===== src/rtl/core/lscp_pkg.sv =====
`timescale 1ns / 1ps
package lscp_pkg;
  localparam int unsigned NumSensors = 5;
  localparam int unsigned SampleBits = 10;
  localparam int unsigned NormBits   = 10;
  localparam int unsigned PosBits    = 9;
  localparam int unsigned FullScale  = 1000;

  typedef enum logic [1:0] {
    REQ_CLEAR = 2'd0,
    REQ_CAL   = 2'd1,
    REQ_MEAS  = 2'd2,
    REQ_NONE  = 2'd3
  } req_e;

  localparam logic [0:0] REG_THRESH = 1'b0;
  localparam logic [0:0] REG_LOST   = 1'b1;

  typedef struct packed {
    logic [1:0]  req_type;
    logic [SampleBits-1:0] sample_4;
    logic [SampleBits-1:0] sample_3;
    logic [SampleBits-1:0] sample_2;
    logic [SampleBits-1:0] sample_1;
    logic [SampleBits-1:0] sample_0;
  } in_item_t;

  typedef struct packed {
    logic signed [PosBits-1:0] line_position;
    logic                      line_seen;
    logic [NormBits-1:0] norm_0;
    logic [NormBits-1:0] norm_1;
    logic [NormBits-1:0] norm_2;
    logic [NormBits-1:0] norm_3;
    logic [NormBits-1:0] norm_4;
  } out_item_t;

  typedef enum logic [2:0] {
    ST_IDLE,
    ST_NORM,
    ST_SUM,
    ST_DIV,
    ST_OUT
  } state_e;

  // lane control from sequencer
  typedef struct packed {
    logic start;
    logic clear;
    logic cal;
  } lane_ctrl_t;
endpackage


===== src/rtl/core/lscp_div.sv =====
`timescale 1ns / 1ps
// restoring divider, one quotient bit per cycle
module lscp_div #(
  parameter int unsigned NumW = 24,
  parameter int unsigned DenW = 20
) (
  input  logic            clk_i,
  input  logic            rst_ni,
  input  logic            start_i,
  input  logic [NumW-1:0] num_i,
  input  logic [DenW-1:0] den_i,
  output logic            done_o,
  output logic [NumW-1:0] quot_o
);
  localparam int unsigned CntW = $clog2(NumW + 1);
  logic [NumW-1:0] q_q, q_d;
  logic [DenW:0]   r_q, r_d;
  logic [DenW-1:0] den_q;
  logic [CntW-1:0] cnt_q, cnt_d;
  logic            busy_q, busy_d, done_q, done_d;
  logic [DenW:0]   trial;

  always_comb begin
    q_d = q_q; r_d = r_q; cnt_d = cnt_q; busy_d = busy_q; done_d = 1'b0;
    trial = {r_q[DenW-1:0], q_q[NumW-1]};
    if (start_i) begin
      q_d = num_i; r_d = '0; cnt_d = CntW'(NumW); busy_d = 1'b1;
    end else if (busy_q) begin
      if (trial >= {1'b0, den_q}) begin
        r_d = trial - {1'b0, den_q};
        q_d = {q_q[NumW-2:0], 1'b1};
      end else begin
        r_d = trial;
        q_d = {q_q[NumW-2:0], 1'b0};
      end
      cnt_d = cnt_q - 1'b1;
      if (cnt_q == CntW'(1)) begin
        busy_d = 1'b0; done_d = 1'b1;
      end
    end
  end

  always_ff @(posedge clk_i or negedge rst_ni) begin
    if (!rst_ni) begin
      busy_q <= 1'b0; done_q <= 1'b0; cnt_q <= '0;
    end else begin
      busy_q <= busy_d; done_q <= done_d; cnt_q <= cnt_d;
    end
  end
  always_ff @(posedge clk_i) begin
    q_q <= q_d; r_q <= r_d;
    if (start_i) den_q <= den_i;
  end
  assign done_o = done_q;
  assign quot_o = q_q;
endmodule


===== src/rtl/core/lscp_lane.sv =====
`timescale 1ns / 1ps
// one sensor channel: calibration range and normalization
module lscp_lane #(
  parameter int unsigned SampleBits = 10
) (
  input  logic                  clk_i,
  input  logic                  rst_ni,
  input  lscp_pkg::lane_ctrl_t  ctrl_i,
  input  logic [SampleBits-1:0] sample_i,
  output logic                  done_o,
  output logic [9:0]            norm_o
);
  import lscp_pkg::*;
  localparam int unsigned NumW = SampleBits + 10;
  logic [SampleBits-1:0] max_q;
  logic [SampleBits:0]   min_q;
  logic [SampleBits:0]   t, span;
  logic                  flat_q;
  logic [NumW-1:0]       quot;
  logic                  ddone;

  always_ff @(posedge clk_i or negedge rst_ni) begin
    if (!rst_ni) begin
      max_q <= '0;
      min_q <= {1'b1, {SampleBits{1'b0}}};
    end else if (ctrl_i.clear) begin
      max_q <= '0;
      min_q <= {1'b1, {SampleBits{1'b0}}};
    end else if (ctrl_i.cal) begin
      if (sample_i > max_q) max_q <= sample_i;
      if ({1'b0, sample_i} < min_q) min_q <= {1'b0, sample_i};
    end
  end

  always_comb begin
    t = {1'b0, sample_i};
    if (t < min_q) t = min_q;
    if (t > {1'b0, max_q}) t = {1'b0, max_q};
    span = {1'b0, max_q} - min_q;
  end

  always_ff @(posedge clk_i) begin
    if (ctrl_i.start) flat_q <= ({1'b0, max_q} <= min_q);
  end

  lscp_div #(.NumW(NumW), .DenW(SampleBits + 1)) u_div (
    .clk_i, .rst_ni, .start_i(ctrl_i.start),
    .num_i(NumW'(t - min_q) * NumW'(FullScale)),
    .den_i(span), .done_o(ddone), .quot_o(quot)
  );

  assign done_o = ddone;
  assign norm_o = flat_q ? 10'(FullScale) : 10'(FullScale) - quot[9:0];
endmodule


===== src/rtl/core/line_sensor_calibrated_position.sv =====
`timescale 1ns / 1ps
// channel   | direction | handshake          | payload
// in        | input     | in_valid/in_ready  | req_type, sample_0..4
// out       | output    | out_valid/out_ready| line_position, line_seen, norm_0..4
// cfg       | input     | apb psel/penable   | on_line_threshold, lost_position
//
// clear and calibrate are taken at the accepting edge and can follow back to back
// measure raises out_valid_o after lane load, the lane divider steps, lane done
// and merge, then mean divider load, its steps and result capture; when no
// channel sees the line the mean divider is skipped
// one item is in flight at a time; the input stays blocked until the result
// transfer
// reset restores calibration, registers and last position at once
module line_sensor_calibrated_position (
  input  logic                 clk_i,
  input  logic                 rst_ni,
  input  logic                 in_valid_i,
  output logic                 in_ready_o,
  input  lscp_pkg::in_item_t   in_data_i,
  output logic                 out_valid_o,
  input  logic                 out_ready_i,
  output lscp_pkg::out_item_t  out_data_o,
  input  logic                 psel,
  input  logic                 penable,
  input  logic                 pwrite,
  input  logic [2:0]           paddr,
  input  logic [31:0]          pwdata,
  output logic [31:0]          prdata,
  output logic                 pready
);
  import lscp_pkg::*;

  localparam int unsigned WsW = 24;
  localparam int unsigned SumW = 13;

  logic [9:0] thresh_q;
  logic [7:0] lost_q;
  logic signed [PosBits-1:0] last_q;
  state_e state_q, state_d;
  out_item_t res_q;
  logic out_valid_q;
  lane_ctrl_t ctrl;
  logic [SampleBits-1:0] samp [NumSensors];
  logic [SampleBits-1:0] samp_q [NumSensors];
  logic [9:0] norm [NumSensors];
  logic [NumSensors-1:0] ldone;
  logic [WsW-1:0] ws_q;
  logic [SumW-1:0] sum_q;
  logic seen_q;
  logic dstart, ddone;
  logic [WsW-1:0] quot;
  logic in_xfer, wr;

  assign pready = 1'b1;
  assign wr = psel & penable & pwrite;
  always_ff @(posedge clk_i or negedge rst_ni) begin
    if (!rst_ni) begin
      thresh_q <= 10'd300; lost_q <= 8'd190;
    end else if (wr) begin
      if (paddr[2] == REG_THRESH) thresh_q <= pwdata[9:0];
      else lost_q <= pwdata[7:0];
    end
  end
  assign prdata = (paddr[2] == REG_THRESH) ? {22'd0, thresh_q} : {24'd0, lost_q};

  assign samp[0] = SampleBits'(in_data_i.sample_0);
  assign samp[1] = SampleBits'(in_data_i.sample_1);
  assign samp[2] = SampleBits'(in_data_i.sample_2);
  assign samp[3] = SampleBits'(in_data_i.sample_3);
  assign samp[4] = SampleBits'(in_data_i.sample_4);

  assign in_ready_o = (state_q == ST_IDLE) && !out_valid_q;
  assign in_xfer = in_valid_i & in_ready_o;

  always_ff @(posedge clk_i) begin
    if (in_xfer) samp_q <= samp;
  end

  // lanes, one per sensor
  for (genvar g = 0; g < NumSensors; g++) begin : g_lane
    lane_ctrl_t c;
    always_comb begin
      c = ctrl;
    end
    lscp_lane #(.SampleBits(SampleBits)) u_lane (
      .clk_i, .rst_ni, .ctrl_i(c),
      .sample_i(ctrl.start ? samp_q[g] : samp[g]),
      .done_o(ldone[g]), .norm_o(norm[g])
    );
  end

  // merge stage: weighted and plain sums and the line-seen flag
  logic [WsW-1:0] ws_c;
  logic [SumW-1:0] sum_c;
  logic seen_c;
  always_comb begin
    ws_c = '0; sum_c = '0; seen_c = 1'b0;
    for (int i = 0; i < NumSensors; i++) begin
      ws_c = ws_c + WsW'(norm[i]) * WsW'(i * 100);
      sum_c = sum_c + SumW'(norm[i]);
      if (norm[i] >= thresh_q) seen_c = 1'b1;
    end
  end

  lscp_div #(.NumW(WsW), .DenW(SumW)) u_mean (
    .clk_i, .rst_ni, .start_i(dstart), .num_i(ws_q), .den_i(sum_q),
    .done_o(ddone), .quot_o(quot)
  );

  logic signed [PosBits-1:0] fallback, pos;
  assign fallback = (last_q > 0) ? $signed({1'b0, lost_q}) : -$signed({1'b0, lost_q});
  assign pos = PosBits'(quot) - PosBits'((NumSensors - 1) * 50);

  always_comb begin
    state_d = state_q;
    ctrl = '0;
    dstart = 1'b0;
    case (state_q)
      ST_IDLE: begin
        if (in_xfer) begin
          case (req_e'(in_data_i.req_type))
            REQ_CLEAR: ctrl.clear = 1'b1;
            REQ_CAL:   ctrl.cal = 1'b1;
            REQ_MEAS:  state_d = ST_NORM;
            default: ;
          endcase
        end
      end
      ST_NORM: begin
        ctrl.start = 1'b1;
        state_d = ST_SUM;
      end
      ST_SUM: begin
        if (&ldone) state_d = ST_DIV;
      end
      ST_DIV: begin
        if (seen_q) begin
          dstart = 1'b1;
          state_d = ST_OUT;
        end else begin
          state_d = ST_IDLE;
        end
      end
      ST_OUT: begin
        if (ddone) state_d = ST_IDLE;
      end
      default: state_d = ST_IDLE;
    endcase
  end

  always_ff @(posedge clk_i or negedge rst_ni) begin
    if (!rst_ni) begin
      state_q <= ST_IDLE; out_valid_q <= 1'b0; last_q <= '0;
    end else begin
      state_q <= state_d;
      if (out_valid_q && out_ready_i) out_valid_q <= 1'b0;
      if (state_q == ST_DIV && !seen_q) begin
        out_valid_q <= 1'b1; last_q <= fallback;
      end
      if (state_q == ST_OUT && ddone) begin
        out_valid_q <= 1'b1; last_q <= pos;
      end
    end
  end

  always_ff @(posedge clk_i) begin
    if (state_q == ST_SUM && (&ldone)) begin
      ws_q <= ws_c; sum_q <= sum_c;
      seen_q <= seen_c && (sum_c != '0);
      res_q.norm_0 <= norm[0]; res_q.norm_1 <= norm[1]; res_q.norm_2 <= norm[2];
      res_q.norm_3 <= norm[3]; res_q.norm_4 <= norm[4];
    end
    if (state_q == ST_DIV && !seen_q) begin
      res_q.line_position <= fallback; res_q.line_seen <= 1'b0;
    end
    if (state_q == ST_OUT && ddone) begin
      res_q.line_position <= pos; res_q.line_seen <= 1'b1;
    end
  end

  assign out_valid_o = out_valid_q;
  assign out_data_o = res_q;

  a_no_accept_busy: assert property (@(posedge clk_i) disable iff (!rst_ni)
    (state_q != ST_IDLE) |-> !in_ready_o) else $error("accept while busy");
  a_lanes_sync: assert property (@(posedge clk_i) disable iff (!rst_ni)
    (ldone[0]) |-> (&ldone)) else $error("lanes out of step");
  a_hold: assert property (@(posedge clk_i) disable iff (!rst_ni)
    (out_valid_q && !out_ready_i) |=> $stable(res_q)) else $error("result changed");
endmodule

===== config.mk =====
export PLATFORM = sky130hd
export DESIGN_NAME = line_sensor_calibrated_position
export DESIGN_NICKNAME = d
export VERILOG_FILES = /design/src/rtl/core/lscp_pkg.sv /design/src/rtl/core/lscp_div.sv /design/src/rtl/core/lscp_lane.sv /design/src/rtl/core/line_sensor_calibrated_position.sv
export SDC_FILE = /design/constraint.sdc
export NUM_CORES = 2
export LEC_CHECK = 0
export BUFFER_PORTS_ARGS = -buffer_cell sky130_fd_sc_hd__buf_2
export CAP_MARGIN = 0
export CORE_MARGIN = 4
export CORE_UTILIZATION = 65
export CTS_CLUSTER_SIZE = 20
export DETAILED_ROUTE_END_ITERATION = 10
export GPL_TIMING_DRIVEN = 0
export PLACE_DENSITY = 0.83
export SLEW_MARGIN = 0
export SYNTH_ARGS = -nofsm -noshare
export SYNTH_HDL_FRONTEND = slang
export SYNTH_SLANG_ARGS = --single-unit

===== constraint.sdc =====
create_clock -name clk_i -period 21.1 [get_ports clk_i]
set_input_delay 1.055 -clock clk_i [delete_from_list [all_inputs] [get_ports clk_i]]
set_output_delay 1.055 -clock clk_i [all_outputs]
set_load 0.03 [all_outputs]

==> run summary <==
Ys Warns -> 0
CP arrival -> 14070 ps
Die height -> 292.4 um
Ys async rst share -> 30.38%
Fillers -> 5865
Number of H-tree levels -> 3
Setup Skew -> 29.28 ps
Hold Worst Slack -> 416.8 ps
Status -> complete, no violations
Residual DRC -> 0
Die Wd -> 292.4 um
Area grow syn2layout -> 8.766%
Share of the yosys chip area belonging to registers -> 30.21%
Post-synthesis cell count -> 5578
Min Tclk post-route -> 13750 ps
Vias/cell -> 5.999
Slew Viols, Final -> 0
Mapped Avg Cell Area -> 9.427 um2
Fmax -> 72.75 MHz
Latest clock arrival within the worst-skew pair -> 630 ps
Initial Utilization -> 65.39%
Gpl congestion -> 0.9344
Number of synthesized flops with an enable pin -> 324
Crit path largest cell delay -> 830 ps
WHS Endpoint -> u_mean.den_q[12]
Largest net degree at the start of global routing -> 94
Count leader, synth -> inv_1
Synth area leaders -> edfxtp_1 19%, ha_1 17%, fa_1 10%
Multi-input gate area -> 33100 um2
R2R setup slack -> 7350 ps
Vias -> 41640
Routed Antenna Nets -> 0
CP required -> 21430 ps
Share of the synthesized area in the top cell type -> 18.50%
Final hold violations -> 0
Slew @ Worst Pin -> 1432 ps
Number of global-route vias before repair -> 41320
Hold-fix buffers, CTS -> 0
Slowest-stage cell, CP -> clkbuf_1
Core Region -> 80420 um2
Crit path launch -> state_q[0]
Mapped Area -> 52580 um2
Max-capacitance violation count -> 0
Crit Reg-Reg Startpoint -> state_q[0]
CTS Buffer Depth -> 3
Most used DFF post-synth -> edfxtp_1
HP Start -> sum_q[12]
RSZ-0062 raised after global routing -> false
TritonCTS clock tree -> yes
Period utilization -> 65.15%
Grt ovf -> 0
Synth unique cells -> 84
Global-route wire length before repair -> 214.9 mm
Initial antenna violation count -> 0
Routed WL -> 134.7 mm
Most frequent cells after synthesis -> 771 x inv_1, 712 x ha_1, 447 x nand2_1
Total GRT Usage -> 31.06%
Setup TNS -> 0 ps
Num ports -> 189
Buffers on Ports -> 139
Die area -> 85510 um2
DRT Pass-1 Iters -> 8
Layout cell share with drive strength beyond 1 -> 7.771%
Site Rows -> 104
Clock buffer count from CTS -> 69
DP HPWL -> 105.4 mm
Post-CTS Resized -> 0
# clock sinks -> 586
Wire per inst -> 19.40 um
Clk root buf -> clkbuf_16
Post-CTS Setup Repair Bufs -> 0
Number of synthesized register bits -> 586
CP dominant cell by count -> o21ai_0
Hold Crit Class -> reg2reg
WS Path Type -> reg2reg
Reg2Reg Depth -> 49
Startpoint types -> flop
Final setup viols -> 0
CP Max Fanout -> 10
Slew margin rel. -> 4.504%
Initial drt markers -> 3160
Reg clk slew, reported paths -> 60 ps
Post-synth top area cell -> edfxtp_1
Kind of end point of the critical path -> flop
Nets@finish -> 6898
Hold depth -> 0
Storage element area -> 15880 um2
Worst R2R End -> g_lane[1].u_lane.u_div.quot_o[19]
## how the worst max path moves through the flow
stage | to | slack [ps]
after global routing | g_lane[1].u_lane.u_div.quot_o[19] | 6570
after CTS | g_lane[1].u_lane.u_div.quot_o[19] | 7570
final | g_lane[1].u_lane.u_div.quot_o[19] | 7350
after global placement | g_lane[1].u_lane.u_div.quot_o[19] | 7650
after floorplan | g_lane[1].u_lane.u_div.quot_o[19] | 10320
after detailed placement | g_lane[1].u_lane.u_div.quot_o[19] | 7630
## per-layer routing
| layer | global-route usage (%) | share of wire (%) |
|---|---|---|
| met4 | 14.46 | 5.4 |
| met3 | 4.580 | 6.8 |
| met2 | 51.82 | 47 |
| met5 | 0 | 0 |
| met1 | 40.19 | 41 |
## stage by stage
step | utilization, % | instance area (um2) | instances | setup WS [ps]
floorplan | - | 52680 | 5604 | 10320
global placement | 68.03 | 54700 | 6803 | 7652
detailed placement | 68.25 | 54890 | 6814 | 7627
CTS | 71.11 | 57180 | 6940 | 7565
global route | 71.12 | 57190 | 6941 | 6566
finish | 71.12 | 57190 | 6942 | 7354
## cells in the final DEF, fill, tap and decap left out, types with 69 or more instances in the layout
cell / synthesis / final
nor2_1: 334 / 334
nand2b_1: 69 / 69
nand3_1: 156 / 156
nand2_1: 447 / 447
a21o_1: 100 / 100
nor3_1: 94 / 93
nor2b_1: 82 / 82
inv_1: 771 / 770
dfrtp_1: 163 / 163
mux2i_1: 104 / 104
a21oi_1: 266 / 266
a211oi_1: 72 / 72
clkbuf_1: 109 / 123
buf_2: 18 / 157
o21ai_0: 351 / 351
xor2_1: 135 / 135
ha_1: 712 / 712
fa_1: 266 / 266
clkbuf_16: 0 / 70
edfxtp_1: 324 / 324
dfxtp_1: 84 / 84
xnor2_1: 232 / 232
mux2_2: 79 / 79
## flip-flops by register name (all words and copies together), names as in the netlist, 8 cells and up
| signal | count |
|---|---|
| g_lane.u_lane.max_q | 50 |
| g_lane.u_lane.min_q | 55 |
| g_lane.u_lane.u_div.cnt_q | 25 |
| g_lane.u_lane.u_div.den_q | 55 |
| g_lane.u_lane.u_div.quot_o | 100 |
| g_lane.u_lane.u_div.r_q | 55 |
| last_q | 9 |
| lost_q | 8 |
| out_data_o | 60 |
| samp_q | 50 |
| sum_q | 13 |
| thresh_q | 10 |
| u_mean.den_q | 13 |
| u_mean.quot_o | 24 |
| u_mean.r_q | 13 |
| ws_q | 19 |
## cell families after synthesis
family          synth area share [%]
other cells                  0.01428
mux                            3.698
simple gates                   12.03
compound gates                 13.56
buf+inv                        7.055
xor+xnor                       6.198
flops                          30.21
fa+ha+maj                      27.24
## cell type report
type	instances	share of cell area, %
antenna	1	0.004375
buffer	170	1.394
clock buffer	88	3.251
clock inverter	38	0.7635
inverter	776	5.095
multi-input combinational	4072	57.87
sequential	586	27.77
tap	1060	2.319
timing repair buffer	151	1.531
## worst max-delay path: cells and delay by family, from the launching register on
family / cells / cell delay (ps)
flops: 1 / 530
fa+ha+maj: 7 / 2920
buf+inv: 9 / 2520
simple gates: 10 / 1630
xor+xnor: 3 / 1470
compound gates: 18 / 3450
mux: 2 / 880
Power is left out: the tool's default activity adds up to more than one toggle a clock period on the data nets, which glitch-free logic cannot reach.
